**config.mk**
```make
export PLATFORM = sky130hd
export DESIGN_NAME = lmf_ram
export DESIGN_NICKNAME = d
export VERILOG_FILES = /design/src/rtl/lmf_ram.sv
export SDC_FILE = /design/constraint.sdc
export NUM_CORES = 2
export LEC_CHECK = 0
export ABC_AREA = 1
export BUFFER_PORTS_ARGS = -buffer_cell sky130_fd_sc_hd__clkbuf_2
export CAP_MARGIN = 20
export CORE_AREA = 2 2 585 587
export DETAILED_ROUTE_END_ITERATION = 8
export DIE_AREA = 0 0 587 589
export PLACE_DENSITY = 0.74
export RECOVER_POWER = 50
export SYNTH_ARGS = -nofsm -noshare
export SYNTH_HDL_FRONTEND = slang
export SYNTH_SLANG_ARGS = --single-unit
```
**constraint.sdc**
```tcl
create_clock -name clk -period 6.1 [get_ports clk]
set_input_delay 0.915 -clock clk [delete_from_list [all_inputs] [get_ports clk]]
set_output_delay 0.915 -clock clk [all_outputs]
set_load 0.05 [all_outputs]
```
**src/rtl/lmf_ram.sv**
```systemverilog
`default_nettype none
// ----------------------------------------------------------------------------
// lmf_ram: generic simple dual-port RAM
// One write port and one read port with registered read data.
// ----------------------------------------------------------------------------
module lmf_ram #(
    parameter int WIDTH = 4,
    parameter int DEPTH = 1024
) (
    input  wire logic                     clk,
    input  wire logic                     we,
    input  wire logic [$clog2(DEPTH)-1:0] waddr,
    input  wire logic [WIDTH-1:0]         wdata,
    input  wire logic                     re,
    input  wire logic [$clog2(DEPTH)-1:0] raddr,
    output      logic [WIDTH-1:0]         rdata
);

    logic [WIDTH-1:0] mem [DEPTH];
    logic [WIDTH-1:0] rdata_reg;

    always_ff @(posedge clk)
    begin
        if (we)
        begin
            mem[waddr] <= wdata;
        end
        if (re)
        begin
            rdata_reg <= mem[raddr];
        end
    end

    assign rdata = rdata_reg;

endmodule
`default_nettype wire

```
* Word level (Yosys, flattened, before mapping)
Memory sizes are Yosys's and may differ from the RTL's. A register that Yosys moved wholly into a read port is not among the register bits. Cells that the tools add are included.
Operators by class: muxes and demuxes 2
Operators with widths (count):
- $mux W1 | 2
Storage, ports and cells: input bits 27, flip-flop bits (word level) 0, memories 1, memory bits (writable) 4096, word-level logic and storage cells 3, output and inout port bits 4
Memory list:
- mem | words 1024, bits a word 4, rd ports 1, clocked after Yosys merged registers in 1, write ports 1, line 19 | logic [WIDTH-1:0] mem [DEPTH];

* Longest topological paths before layout
depth in word-level cells 2, mapped depth 17, mapped depth without buffers 13

* Worst setup path after synthesis
Ideal clock, no wire load.
path kind input to register, from input port waddr[2], to memory mem[443][0], enable pin, arrival time 2.324 ns, path buffers 3, path slack 3.446 ns, cell stages on the path 8, setup time 0.329 ns, data required time 5.771 ns, cells stage by stage buf_2 -> nor3_1 -> inv_1 -> nor2_1 -> nand2_1 -> clkbuf_1 -> clkbuf_1 -> nor2_1
RTL lines:
- start, declared | line 12 | input wire logic [$clog2(DEPTH)-1:0] waddr,
- end, declared | line 19
Straight into the memory's write port.

* Worst setup path in the final report
from input port wdata[0], to memory mem[575][0], data pin
RTL lines:
- start, declared | line 13 | input wire logic [WIDTH-1:0] wdata,
Straight into the memory's write port.

==> qor.csv <==
metric;value;unit
synth_nets;14600;
initialDrtViolationCount;17000;
hold_path.class;primary input to flip-flop;
synth_common_cells;nand2_1 (4,178), edfxtp_1 (4,100), nand3_1 (4,086);
ff2ff_setup_slack;3.62;ns
drt_pre_antenna_iters;6;
dp.cells;18300;
grt_pass1_wl;673;mm
ctsHoldBuffers;0;
post-route-period-util;0.769;
relSlewSlack;-2.06;
setup_slack;1.41;ns
critPathTopFamily;buffers and inverters;
ant_nets;0;
max_stage_delay;3.07;ns
cts_root_buf;clkbuf_16;
post_drt_wl_per_cell;23.8;um
vdd_drop_max;237;uV
portBuffers;30;
fin_setup_tns;0;ns
yosys_warnings;0;
gp_congestion;0.862;
cts_made_buffers;404;
synth_top_area_cell;edfxtp_1;
grt_pass1_vias;109000;
crit_buf_inv;2;
initial_core_util;0.499;
htreeDepth;5;
synth_top_area_share;0.727;
antenna_found_initial;29;
cts_sinks;4100;
die_area;346000;sq um
grt_overflow;0;
fmax;0.213;GHz
grt_max_degree;227;
vias;114000;
power_density;318;nW/um^2
wl;452;mm
cts_max_path_buffers;4;
ys_seq_area_frac;0.727;
grt_usage;0.255;
synth-edff-count;4100;
die_x;587;um
dpl.hpwl;244;mm
cts_resized;0;
synth.area.top_cells;edfxtp_1 (73%), nand3_1 (12%), nand2_1 (9.3%), nor2_1 (2.3%), buf_2 (1.4%);
fin_skew;0.0448;ns
worstPathArrival;5.30;ns
synth_most_common_cell;nand2_1;
place_ws;1.62;ns
rows;214;
outcome;complete, but fails checks;
largest_register_ffs;4096;
die_y;589;um
ys_ff_latch;4100;
synth_ff_type;edfxtp_1;
crit_chain;clkbuf_1, buf_4;
hold_violations;0;
coreArea;339000;sq um
area_growth;9.43;%
cap_violations;10;
io_pins;31;
remaining_drc_errors;0;
layout_min_cycle_time;4.69;ns
crit_fanout;74;
cts_tree;yes;
drive_gt1_frac;0.0576;
ys_types;17;
synth_cells;14600;
rsz0062_at_grt;false;
crit_slowest_cell;clkbuf_1;
synth.cell_area;169000;sq um
end_kind;flip-flop;
setup_viol;0;
leakage;62.9;nW
path_clk_slew;0.06;ns
postSynthAreaPerCell;11.6;sq um
critPathRequiredTime;6.71;ns
postCtsSetupRepairBufs;0;
violations;capacitance limit, slew limit;
clock_latency;0.95;ns
critPathKind;primary input to flip-flop;
slew_violations;750;
worstMarginPinSlew;4.59;ns
fin_cells;19000;
nets;14200;
synthArstFlopShare;0;
cp-start-kind;primary input;
vias_per_cell;5.98;
## cells by family (layout without fill, tap and decap cells)
group         count (synthesis)  count (layout)  share of synthesized area
buf+inv                    1144            1037                     0.0353
other cells                   0              13                          0
flops                      4100            4100                      0.727
simple gates               9335            9335                      0.237
## per-stage QoR
stage	util	hold WS, ns	area, sq um	total power, mW
after floorplan	-	1.01	169000	33.6
after global placement	0.509	1.33	172000	34.8
after detailed placement	0.509	1.34	172000	34.9
after CTS	0.547	0.361	185000	58.9
after global routing	0.546	0.464	185000	60.3
final	0.546	0.504	185000	58.9
## final timing paths
path,start,endpoint,depth (start not counted)
max,wdata[0],mem[575][0],2
min,wdata[2],mem[782][2],1
max reg2reg,mem[1019][1],rdata[1],12
min reg2reg,mem[316][0],rdata[0],12
## layer usage
layer | wire [um] | GRT usage | part of all wire | up-vias
met2 | 208000 | 0.397 | 0.46 | 7081
met3 | 53900 | 0.0495 | 0.12 | 1051
met4 | 21800 | 0.116 | 0.048 | 8
li1 | - | - | - | 50700
met5 | 54 | 0 | 0.00012 | -
met1 | 168000 | 0.348 | 0.37 | 54900
## layout by cell type (no fill, tap or decap), types with 3 or more instances in the layout
| cell | count |
|---|---|
| clkinv_16 | 13 |
| edfxtp_1 | 4100 |
| clkbuf_2 | 21 |
| clkbuf_16 | 407 |
| clkinv_1 | 94 |
| clkbuf_1 | 105 |
| diode_2 | 13 |
| nand3_4 | 3 |
| inv_6 | 6 |
| buf_8 | 4 |
| clkinvlp_4 | 11 |
| inv_16 | 5 |
| buf_12 | 73 |
| nand4_1 | 7 |
| clkinv_2 | 62 |
| nor3_1 | 21 |
| nand2_1 | 4156 |
| inv_1 | 35 |
| nor3_2 | 3 |
| bufinv_16 | 37 |
| clkinv_8 | 3 |
| buf_4 | 155 |
| nand2_4 | 22 |
| nor2_1 | 1038 |
| nand3_1 | 4083 |
## final cells by class
| class | instances | area (sq um) |
|---|---|---|
| repair buffers | 267 | 2850 |
| clock buffers | 499 | 10500 |
| fillers | 27300 | 154000 |
| flip-flops and latches | 4100 | 123000 |
| diodes | 13 | 32.5 |
| inverters | 44 | 220 |
| multi-input cells | 9335 | 40400 |
| clock inverters | 227 | 2400 |
| well taps | 4536 | 5680 |
## power by group
group	total, mW	internal [mW]	switching, mW
registers	31.0	31.0	0.0122
logic	3.35	0.786	2.57
clock network	24.5	13.9	10.6
(Power assumes the default switching activity.)
