## src/rtl/lmf_pkg.sv

```systemverilog
`default_nettype none
// ----------------------------------------------------------------------------
// lmf_pkg: shared definitions of the label majority filter
// Label and window types, register codes, field widths and reset values.
// ----------------------------------------------------------------------------
package lmf_pkg;

    localparam int LABEL_W            = 2;
    localparam int NUM_CLASSES        = 3;
    localparam int COUNT_W            = 4;
    localparam int FRAME_WIDTH_W      = 11;
    localparam int FRAME_HEIGHT_W     = 16;
    localparam int CFG_DATA_W         = 16;
    localparam int CFG_INDEX_W        = 1;
    localparam int MAX_WIDTH_DEFAULT  = 1024;

    localparam logic [CFG_INDEX_W-1:0] REG_FRAME_WIDTH  = 1'd0;
    localparam logic [CFG_INDEX_W-1:0] REG_FRAME_HEIGHT = 1'd1;

    localparam logic [FRAME_WIDTH_W-1:0]  FRAME_WIDTH_RESET  = 11'd1024;
    localparam logic [FRAME_HEIGHT_W-1:0] FRAME_HEIGHT_RESET = 16'd1024;

    typedef logic [LABEL_W-1:0] label_t;

    // Indexed as [column: left, middle, right][row: top, middle, bottom].
    typedef label_t [2:0][2:0] window_t;

    typedef struct packed {
        logic left;
        logic right;
        logic top;
        logic bottom;
    } edge_t;

endpackage
`default_nettype wire

```

## src/rtl/lmf_vote.sv

```systemverilog
`default_nettype none
// ----------------------------------------------------------------------------
// lmf_vote: majority vote over a 3x3 label window
// Counts the in-frame labels per class and picks the most frequent class,
// the lowest class winning a tie.
// ----------------------------------------------------------------------------
module lmf_vote (
    input  wire lmf_pkg::window_t window,
    input  wire lmf_pkg::edge_t   edges,
    output      lmf_pkg::label_t  label
);

    logic [8:0]                   match [lmf_pkg::NUM_CLASSES];
    logic [lmf_pkg::COUNT_W-1:0]  cnt   [lmf_pkg::NUM_CLASSES];

    always_comb
    begin
        for (int k = 0; k < lmf_pkg::NUM_CLASSES; k++)
        begin
            for (int c = 0; c < 3; c++)
            begin
                for (int r = 0; r < 3; r++)
                begin
                    match[k][c*3+r] = !((c == 0 && !edges.left)  ||
                                        (c == 2 && !edges.right) ||
                                        (r == 0 && !edges.top)   ||
                                        (r == 2 && !edges.bottom)) &&
                                      (window[c][r] == lmf_pkg::LABEL_W'(k));
                end
            end
            cnt[k] = lmf_pkg::COUNT_W'($countones(match[k]));
        end
    end

    always_comb
    begin
        label = '0;
        for (int k = 1; k < lmf_pkg::NUM_CLASSES; k++)
        begin
            if (cnt[k] > cnt[label])
            begin
                label = lmf_pkg::LABEL_W'(k);
            end
        end
    end

endmodule
`default_nettype wire

```

## config.mk

```make
export PLATFORM = sky130hd
export DESIGN_NAME = lmf_vote
export DESIGN_NICKNAME = d
export VERILOG_FILES = /design/src/rtl/lmf_pkg.sv /design/src/rtl/lmf_vote.sv
export SDC_FILE = /design/constraint.sdc
export NUM_CORES = 1
export LEC_CHECK = 0
export ABC_AREA = 1
export BUFFER_PORTS_ARGS = -buffer_cell sky130_fd_sc_hd__buf_2
export CORE_ASPECT_RATIO = 1.5
export CORE_MARGIN = 3
export CORE_UTILIZATION = 53
export DETAILED_ROUTE_END_ITERATION = 8
export PLACE_DENSITY = 0.82
export SYNTH_ARGS = -nofsm -noshare
export SYNTH_HDL_FRONTEND = slang
export SYNTH_SLANG_ARGS = --single-unit
```

## constraint.sdc

```tcl
create_clock -name vclk -period 5.6
set_input_delay 0.84 -clock vclk [all_inputs]
set_output_delay 0.84 -clock vclk [all_outputs]
set_load 0.03 [all_outputs]
```

Word level (Yosys, flattened, before mapping)
Index checks and enable logic that the tools add are counted.

Add/sub/neg operators: 24. Magnitude comparators: 3. Muxes and demuxes: 5. Bitwise logic cells: 1. Equality and inequality tests: 18. Reductions and logical operators: 45.

Operators with widths (number): $add A1 B1 Y2 (12); $logic_and A1 B1 Y1 (24); $eq A2 B1 Y1 const B (9); $eq A2 B2 Y1 const B (9); $logic_not A2 Y1 (9); $add A2 B2 Y3 (4); $add A4 B1 Y4 (3); $add A4 B4 Y4 (3); $add A3 B3 Y4 (2); $bmux W4 S2 (1); $gt A4 B4 Y1 (2); $logic_not A1 Y1 (8); $mux W4 (2); $logic_or A1 B1 Y1 (4); $ge A3 B3 Y1 const B (1); $not A1 Y3 (1); $mux W2 (1); $mux W1 (1).

Output and inout port bits: 2. Logic and storage cells: 96. Input port bits: 22. Bits in registers: 0.

Depth between registers and ports, before layout
Gate-level depths: netlist (run 1).

Word-level depth: 16. Mapped depth: 27. Mapped depth without buffers: 27.

Least setup slack after synthesis (run 1)
Ideal clock, no wire load.

Path type: in2out. Start: input window[1] (netlist bit). End: output label[0]. Required time: 4760 ps. Setup slack: -736 ps. Stages on the path: 23. Arrival: 5496 ps. Buffers on the path: 0. Cell sequence: inv_1 -> nand4_1 -> fa_1 -> fa_1 -> inv_1 -> fa_1 -> fa_1 -> inv_1 -> fa_1 -> ha_1 -> nand2_1 -> nand2_1 -> nand2_1 -> nand2_2 -> nand2_2 -> nand2_1 -> nand2_1 -> ha_1 -> nand2_1 -> inv_1 -> nand2_1 -> a21oi_1 -> nor2_1.

Word-level cells in the longest chain between the ends: 14. Elaborated cells between the ends (all ways): 26. Classes of those cells: add/sub: 12; order compare: 2; eq/ne: 2; mux: 5; bitwise: 1; reduce/logical: 4.

Ends and longest elaborated chain: start: declaration (line lmf_vote.sv:8) `input wire lmf_pkg::window_t window,`; $eq A2 B1 Y1 / $logic_not A2 Y1 (equally long branches) (line lmf_vote.sv:28) `(window[c][r] == lmf_pkg::LABEL_W'(k));`; $logic_and A1 B1 Y1 (line lmf_vote.sv:27) `(r == 2 && !edges.bottom)) &&`; $add A1 B1 Y2 (not written as such) (line lmf_vote.sv:31) `cnt[k] = lmf_pkg::COUNT_W'($countones(match[k]));`; $add A2 B2 Y3 (not written as such) (line lmf_vote.sv:31); $add A3 B3 Y4 (not written as such) (line lmf_vote.sv:31); $add A4 B1 Y4 (not written as such) (line lmf_vote.sv:31); $gt A4 B4 Y1 (line lmf_vote.sv:40) `if (cnt[k] > cnt[label])`; $mux W1 (line lmf_vote.sv:40); $not A1 Y3 (not written as such) (line lmf_vote.sv:40); $bmux W4 S2 (line lmf_vote.sv:40); $mux W4 (not written as such) (2 in a row) (line lmf_vote.sv:40); $gt A4 B4 Y1 (line lmf_vote.sv:40); $mux W2 (*) (line lmf_vote.sv:40); end: declaration (line lmf_vote.sv:10) `output lmf_pkg::label_t label`.

Mark *: on every way between the ends. The rest lies on a longest branch, timed or not. The select of a mux whose other input is x is not followed.

Final worst setup path (run 1)
Start: input window[0] (netlist bit). End: output label[0].

Same word-level chain as after synthesis.

==> flow_summary_export.csv, run 1 <==
group,metric,value,unit
run_status,outcome,"finished, violations left",
run_status,violations,"negative setup slack",
critical_path,cp-start-kind,"primary input",
drt,vias_per_cell,5.36,
power_and_ir_drop,power.combinational.fraction,100.0,%
power_and_ir_drop,power_switching,240,µW
yosys,combinational_family_with_the_most_area_after_synthesis,"adder cells",
yosys,postSynthAreaPerCell,6.74,µm²
placed_design,finalWeightedCongestion,0.895,
placed_design,post-dp-hpwl,2.56,mm
placed_design,placedInstanceArea,1440,µm²
layout,areaGrowthSynthToFinish,52.1,%
critical_path,path_delay_family,"adder cells",
power_and_ir_drop,internal-power,192,µW
critical_path,worstPathBufferInverterCount,6,
die,fp.dieArea,2590,µm²
power_and_ir_drop,max-vdd-ir-drop,333,µV
power_and_ir_drop,total_power_of_the_final_layout,432,µW
global_routing,track_usage,29.7,%
layout,multiInputGateArea,1000,µm²
critical_path,timing.critical_path.arrival,5300,ps
timing,grt_setup_unrepaired,"yes",
timing,final_hold_slack,2880,ps
die,die_h,60.9,µm
yosys,synth_compound_gate_area_share,1.88,%
timing,finalHoldViolCount,0,
layout,ff_latch_area,0,µm²
placed_design,place_worst_setup_slack,-472,ps
layout,final_cell_area,1620,µm²
drt,routed_wirelength,3.60,mm
critical_path,critPathMaxFanout,4,
timing,period_minus_slack,6140,ps
yosys,synth_largest_type_area_fraction,28.2,%
drt,drt.antenna.violating_nets,0,
die,fp.coreArea,1880,µm²
yosys,post_synth_xor_area_fraction,0.823,%
critical_path,critPathMaxStageDelay,540,ps
die,io-pin-count,24,
layout,nFlopsAndLatches,0,
yosys,synthMostInstantiatedCell,"inv_1",
timing,maxClockFrequency,163,MHz
global_routing,grt_overflow,0,
yosys,synth_cells,158,
timing,final-max-slew-violation-count,0,
yosys,synth_mux_area_share,0,%
drt,drt_drc_violations_left,0,
yosys,ys_seq_area_share,0,%
timing,max_slew.worst_pin.slew,341,ps
power_and_ir_drop,leakagePower,0.000935,µW
global_routing,grt_antenna_before_repair,0,
critical_path,worstPathRequired,4760,ps
power_and_ir_drop,sw_frac_of_total,55.5,%
min_path,hold_start,"window[9]",
global_routing,first_global_vias,1358,
yosys,synth_simple_gate_area_share,25.9,%
min_path,worstHoldEndpoint,"label[1]",
drt,drt-initial-drc-count,47,
critical_path,worst-setup-path-type,"primary input to output port",
min_path,worst_hold_path_type,"primary input to output port",
timing,setup_viol_count_final,2,
timing,maxSlewHeadroom,77.1,%
global_routing,largest_net_degree_at_the_start_of_global_routing,6,
global_routing,first_pass_grt_wire_length,5.75,mm
yosys,yosysUniqueCellTypes,14,
yosys,synthAdderAreaFrac,51.7,%
layout,antenna_cells,0,
die,die_w,42.6,µm
timing,setup_slack,-535,ps
layout,final_core_utilization,86.2,%
yosys,ys.warnings.count,0,
die,fp-row-count,19,
critical_path,worstSetupEndpointType,"output port",
critical_path,cp_slowest_cell,"fa_1",
yosys,synthesis.nets,215,
yosys,list_of_most_frequent_post_synthesis_cells,"54 x inv_1, 26 x nand2_1, 20 x ha_1",
layout,fillCellCount,99,
timing,fraction_of_the_cycle_the_final_worst_path_needs,110,%
layout,drive_gt1_share,42.0,%
job,maxCapViolations,0,
yosys,netlist_area,1060,µm²
layout,final_net_count,266,
power_and_ir_drop,p_per_area,267,nW/µm²
min_path,worst_hold_path.num_cells,10,
yosys,synthTopCellsByArea,"fa_1 28%, ha_1 24%, inv_1 19%",
drt,drtPass1Iterations,4,
power_and_ir_drop,clk_pwr_share,0,%
layout,num-clock-buffers,0,
drt,avgRoutedWirePerCell,15.8,µm
placed_design,numPortBuffers,24,
drt,route.vias.total,1223,
yosys,post-synth-top-area-cell,"fa_1",
power_and_ir_drop,power_frac_seq,0,%
die,initial_utilization,56.7,%
worst min-delay path, stage by stage:
cell and delay [ps]:
buf_2 120, nor2_1 180, fa_2 260, nand2_1 60, nand2_1 60, ha_1 120, nand2_1 70, nor2_2 140
a21oi_4 60, buf_6 130
how the worst max path moves through the flow:
stage	start	to	slack, ps	cells past startpoint
after floorplan	window[7]	label[0]	-130	23
after global placement	window[7]	label[1]	-400	24
after detailed placement	window[7]	label[0]	-470	24
after CTS	window[3]	label[0]	-390	25
after global routing	window[0]	label[0]	-690	25
final	window[0]	label[0]	-540	25
area by class of cell:
cell class / instances / area share [%]
multi-input combinational: 102 / 61.9
timing repair buffer: 49 / 22.1
tap: 21 / 1.62
inverter: 56 / 14.4
timing repair:
action,CTS,global route
pin swaps,20,20
buffers inserted,6,0
gates resized for setup,22,8
hold buffers,0,0
endpoints found under the setup margin,2,2
layout by cell type, fill, tap and decap left out:
| cell | instances |
|---|---|
| ha_1 | 16 |
| nor3_1 | 15 |
| nor2_2 | 1 |
| nor2_4 | 1 |
| nand2_4 | 2 |
| buf_4 | 25 |
| a21oi_2 | 1 |
| nand3_2 | 4 |
| inv_4 | 4 |
| ha_4 | 4 |
| xor2_2 | 1 |
| nand3_1 | 4 |
| o21ai_1 | 1 |
| fa_1 | 13 |
| a21oi_1 | 1 |
| buf_6 | 8 |
| nand3_4 | 1 |
| nor2_1 | 7 |
| inv_2 | 6 |
| fa_2 | 2 |
| nand2_2 | 9 |
| inv_1 | 45 |
| nand4_1 | 1 |
| buf_2 | 16 |
| inv_12 | 1 |
| nand2_1 | 17 |
| a21oi_4 | 1 |
stage by stage:
stage	instances	TNS, ps
floorplan	158	-145
global placement	222	-787
detailed placement	222	-943
CTS	228	-763
global route	228	-1350
finish	228	-1050
layer usage:
layer  wire (µm)  global-route usage (%)  up-vias
li1            -                       -      571
met5           0                       0        -
met2        1930                    57.5       62
met1        1150                    26.5      558
met3         142                    4.45       32
met4         368                    25.3        0
power groups by stage:
stage               Clock (µW)  Sequential [µW]  Combinational [µW]
finish                       0                0                 432
global route                 0                0                 471
CTS                          0                0                 397
detailed placement           0                0                 320
global placement             0                0                 302
floorplan                    0                0                 234
logic make-up (layout without fill, tap and decap cells):
group	count (synthesis)	in the layout
compound gates	4	4
fa+ha+maj	35	35
simple gates	62	62
buf+inv	56	105
xor+xnor	1	1
Power figures use the tool's default switching activity.
==> run 2: changes to the inputs <==
- ABC_AREA: 1 -> default
- CORE_MARGIN: 3 -> 2
==> run 2 against run 1 <==
Against the previous run:
- the run still ends with negative setup slack left
- synthesized cell count fell by 25%
- sequential share of layout area unchanged
- global-route usage is 5.7 points lower
- cell count shrank 13%
- count of clock-buffer cells in the layout did not move
- via count fell by 17%
- critical path type unchanged
- critical endpoint unchanged
==> flow_summary_export.csv, run 2 <==
group,metric,value,unit
drt,drt.antenna.violating_nets,0,
yosys,synthMostInstantiatedCell,"inv_1",
critical_path,cp_slowest_cell,"fa_1",
die,fp.coreArea,1850,µm²
timing,setup_viol_count_final,2,
global_routing,grt_antenna_before_repair,0,
global_routing,first_global_vias,1089,
yosys,synthesis.nets,175,
critical_path,path_delay_family,"adder cells",
power_and_ir_drop,p_per_area,187,nW/µm²
yosys,synthAdderAreaFrac,52.8,%
timing,final-max-slew-violation-count,0,
critical_path,worstSetupEndpointType,"output port",
drt,avgRoutedWirePerCell,13.7,µm
placed_design,post-dp-hpwl,2.39,mm
layout,final_net_count,236,
critical_path,critical_path_cell_list,"buf_6 -> or3b_4 -> fa_1 -> fa_1 -> inv_1 -> fa_1 -> fa_2 -> inv_2 -> fa_2 -> ha_4 -> nor2b_4 -> o211ai_2 -> a21oi_4 -> mux2i_1 -> ha_1 -> nor2b_1 -> o211ai_1 -> a21oi_4 -> nor2b_4 -> buf_6",
yosys,synth_largest_type_area_fraction,28.8,%
layout,nFlopsAndLatches,0,
critical_path,timing.critical_path.arrival,5780,ps
critical_path,worst-setup-path-type,"primary input to output port",
drt,route.vias.total,1011,
global_routing,grt_overflow,0,
layout,areaGrowthSynthToFinish,50.0,%
critical_path,worstPathRequired,4760,ps
min_path,worst_hold_path_type,"primary input to output port",
layout,mostFrequentLayoutCells,"35 x buf_4, 29 x inv_1, 18 x buf_2",
timing,setup_slack,-1020,ps
yosys,combinational_family_with_the_most_area_after_synthesis,"adder cells",
global_routing,track_usage,24.0,%
run_status,violations,"negative setup slack",
job,maxCapViolations,0,
critical_path,worstPathBufferInverterCount,4,
drt,drt_drc_violations_left,0,
die,fp.dieArea,2350,µm²
placed_design,finalWeightedCongestion,0.789,
critical_path,critPathMaxStageDelay,500,ps
layout,antenna_cells,0,
yosys,synth_compound_gate_area_share,5.64,%
timing,maxSlewHeadroom,77.6,%
layout,drive_gt1_share,44.6,%
drt,vias_per_cell,5.11,
layout,final_cell_area,1570,µm²
timing,max_slew.worst_pin.slew,334,ps
yosys,netlist_area,1040,µm²
power_and_ir_drop,total_power_of_the_final_layout,293,µW
layout,fillCellCount,116,
layout,num-clock-buffers,0,
drt,drtPass1Iterations,2,
global_routing,largest_net_degree_at_the_start_of_global_routing,5,
critical_path,cp-start-kind,"primary input",
placed_design,numPortBuffers,24,
yosys,synth_simple_gate_area_share,25.2,%
layout,leading_cell_type_in_the_layout_fill_and_taps_excluded,"buf_4",
die,die_w,40.2,µm
placed_design,placed_cells,193,
die,initial_utilization,56.3,%
layout,layoutNonFillerInstCount,198,
drt,drt-initial-drc-count,8,
critical_path,crit_path_frequent_cell,"fa_1",
yosys,ys.warnings.count,0,
yosys,yosysUniqueCellTypes,23,
run_status,outcome,"finished, violations left",
critical_path,critPathMaxFanout,4,
timing,grt_setup_unrepaired,"yes",
placed_design,placedInstanceArea,1470,µm²
layout,final_core_utilization,84.4,%
timing,final_hold_slack,2950,ps
die,io-pin-count,24,
yosys,ys_seq_area_share,0,%
power_and_ir_drop,leakagePower,0.000865,µW
yosys,list_of_most_frequent_post_synthesis_cells,"30 x inv_1, 20 x ha_1, 15 x fa_1",
drt,routed_wirelength,2.70,mm
global_routing,first_pass_grt_wire_length,4.02,mm
die,die_h,58.3,µm
power_and_ir_drop,max-vdd-ir-drop,129,µV
timing,fraction_of_the_cycle_the_final_worst_path_needs,118,%
yosys,synth_mux_area_share,4.80,%
timing,maxClockFrequency,151,MHz
yosys,synth_cells,118,
timing,finalHoldViolCount,0,
yosys,post_synth_xor_area_fraction,0.839,%
clock_tree,cts-hold-fix-buffers,0,
yosys,synthTopCellsByArea,"fa_1 29%, ha_1 24%, inv_1 11%",
die,fp-row-count,19,
timing,period_minus_slack,6620,ps
yosys,post-synth-top-area-cell,"fa_1",
layout,ff_latch_area,0,µm²
yosys,postSynthAreaPerCell,8.84,µm²
run 2: changes by cell type after synthesis, moves of 4 or more:
cell,previous run,this run
nor3b_1,0,8
and3b_1,0,5
nand2_1,26,9
nand3_1,8,0
nor3_1,15,2
nor2b_1,0,4
nor2_1,9,5
inv_1,54,30
run 2: through the flow:
| step | setup WS, ps | TNS (ps) |
|---|---|---|
| detailed placement | -1080 | -2060 |
| finish | -1020 | -1980 |
| floorplan | -754 | -1340 |
| global route | -1230 | -2340 |
| CTS | -1020 | -1940 |
| global placement | -950 | -1820 |
run 2: layout make-up:
cell class	instances	area [µm²]	share of cell area [%]
inverter	30	113	7.19
multi-input combinational	88	1010	64.3
tap	21	26.3	1.68
timing repair buffer	59	420	26.9
run 2: worst min-delay path: cells and delay by family:
| family | cells | cell delay, ps |
|---|---|---|
| AOI/OAI and AO/OA | 1 | 40 |
| and+or+nand+nor | 2 | 390 |
| buffers and inverters | 3 | 260 |
| adders and majority gates | 3 | 580 |
run 2: worst paths after layout:
path | from | endpoint | slack (ps) | cells past startpoint
worst max-delay path | window[6] | label[0] | -1020 | 20
worst min-delay path | window[11] | label[1] | 2950 | 9
run 2: logic make-up after synthesis:
logic type / count (synthesis)
simple gates: 41
fa+ha+maj: 35
buf+inv: 30
compound gates: 7
mux: 4
xor+xnor: 1
run 2: what timing repair did:
item / in CTS / in global routing
resized for setup: 6 / 9
setup endpoints to repair: 2 / 2
setup buffers: 1 / 4
pin swaps: 4 / 5
run 2: where the power goes:
part	leakage [µW]	switching [µW]	total [µW]	internal, µW
logic	0.000865	135	293	158
clock network	0	0	0	0
registers	0	0	0	0
total	0.000865	135	293	158
run 2: layer usage:
layer / global-route usage (%) / wire [µm] / vias up / part of all wire, %
li1: - / - / 499 / -
met1: 21.8 / 980 / 493 / 36
met2: 54.1 / 1650 / 17 / 61
met3: 0.377 / 43 / 2 / 1.6
met4: 0 / 25 / 0 / 0.92
met5: 0 / 0 / - / 0
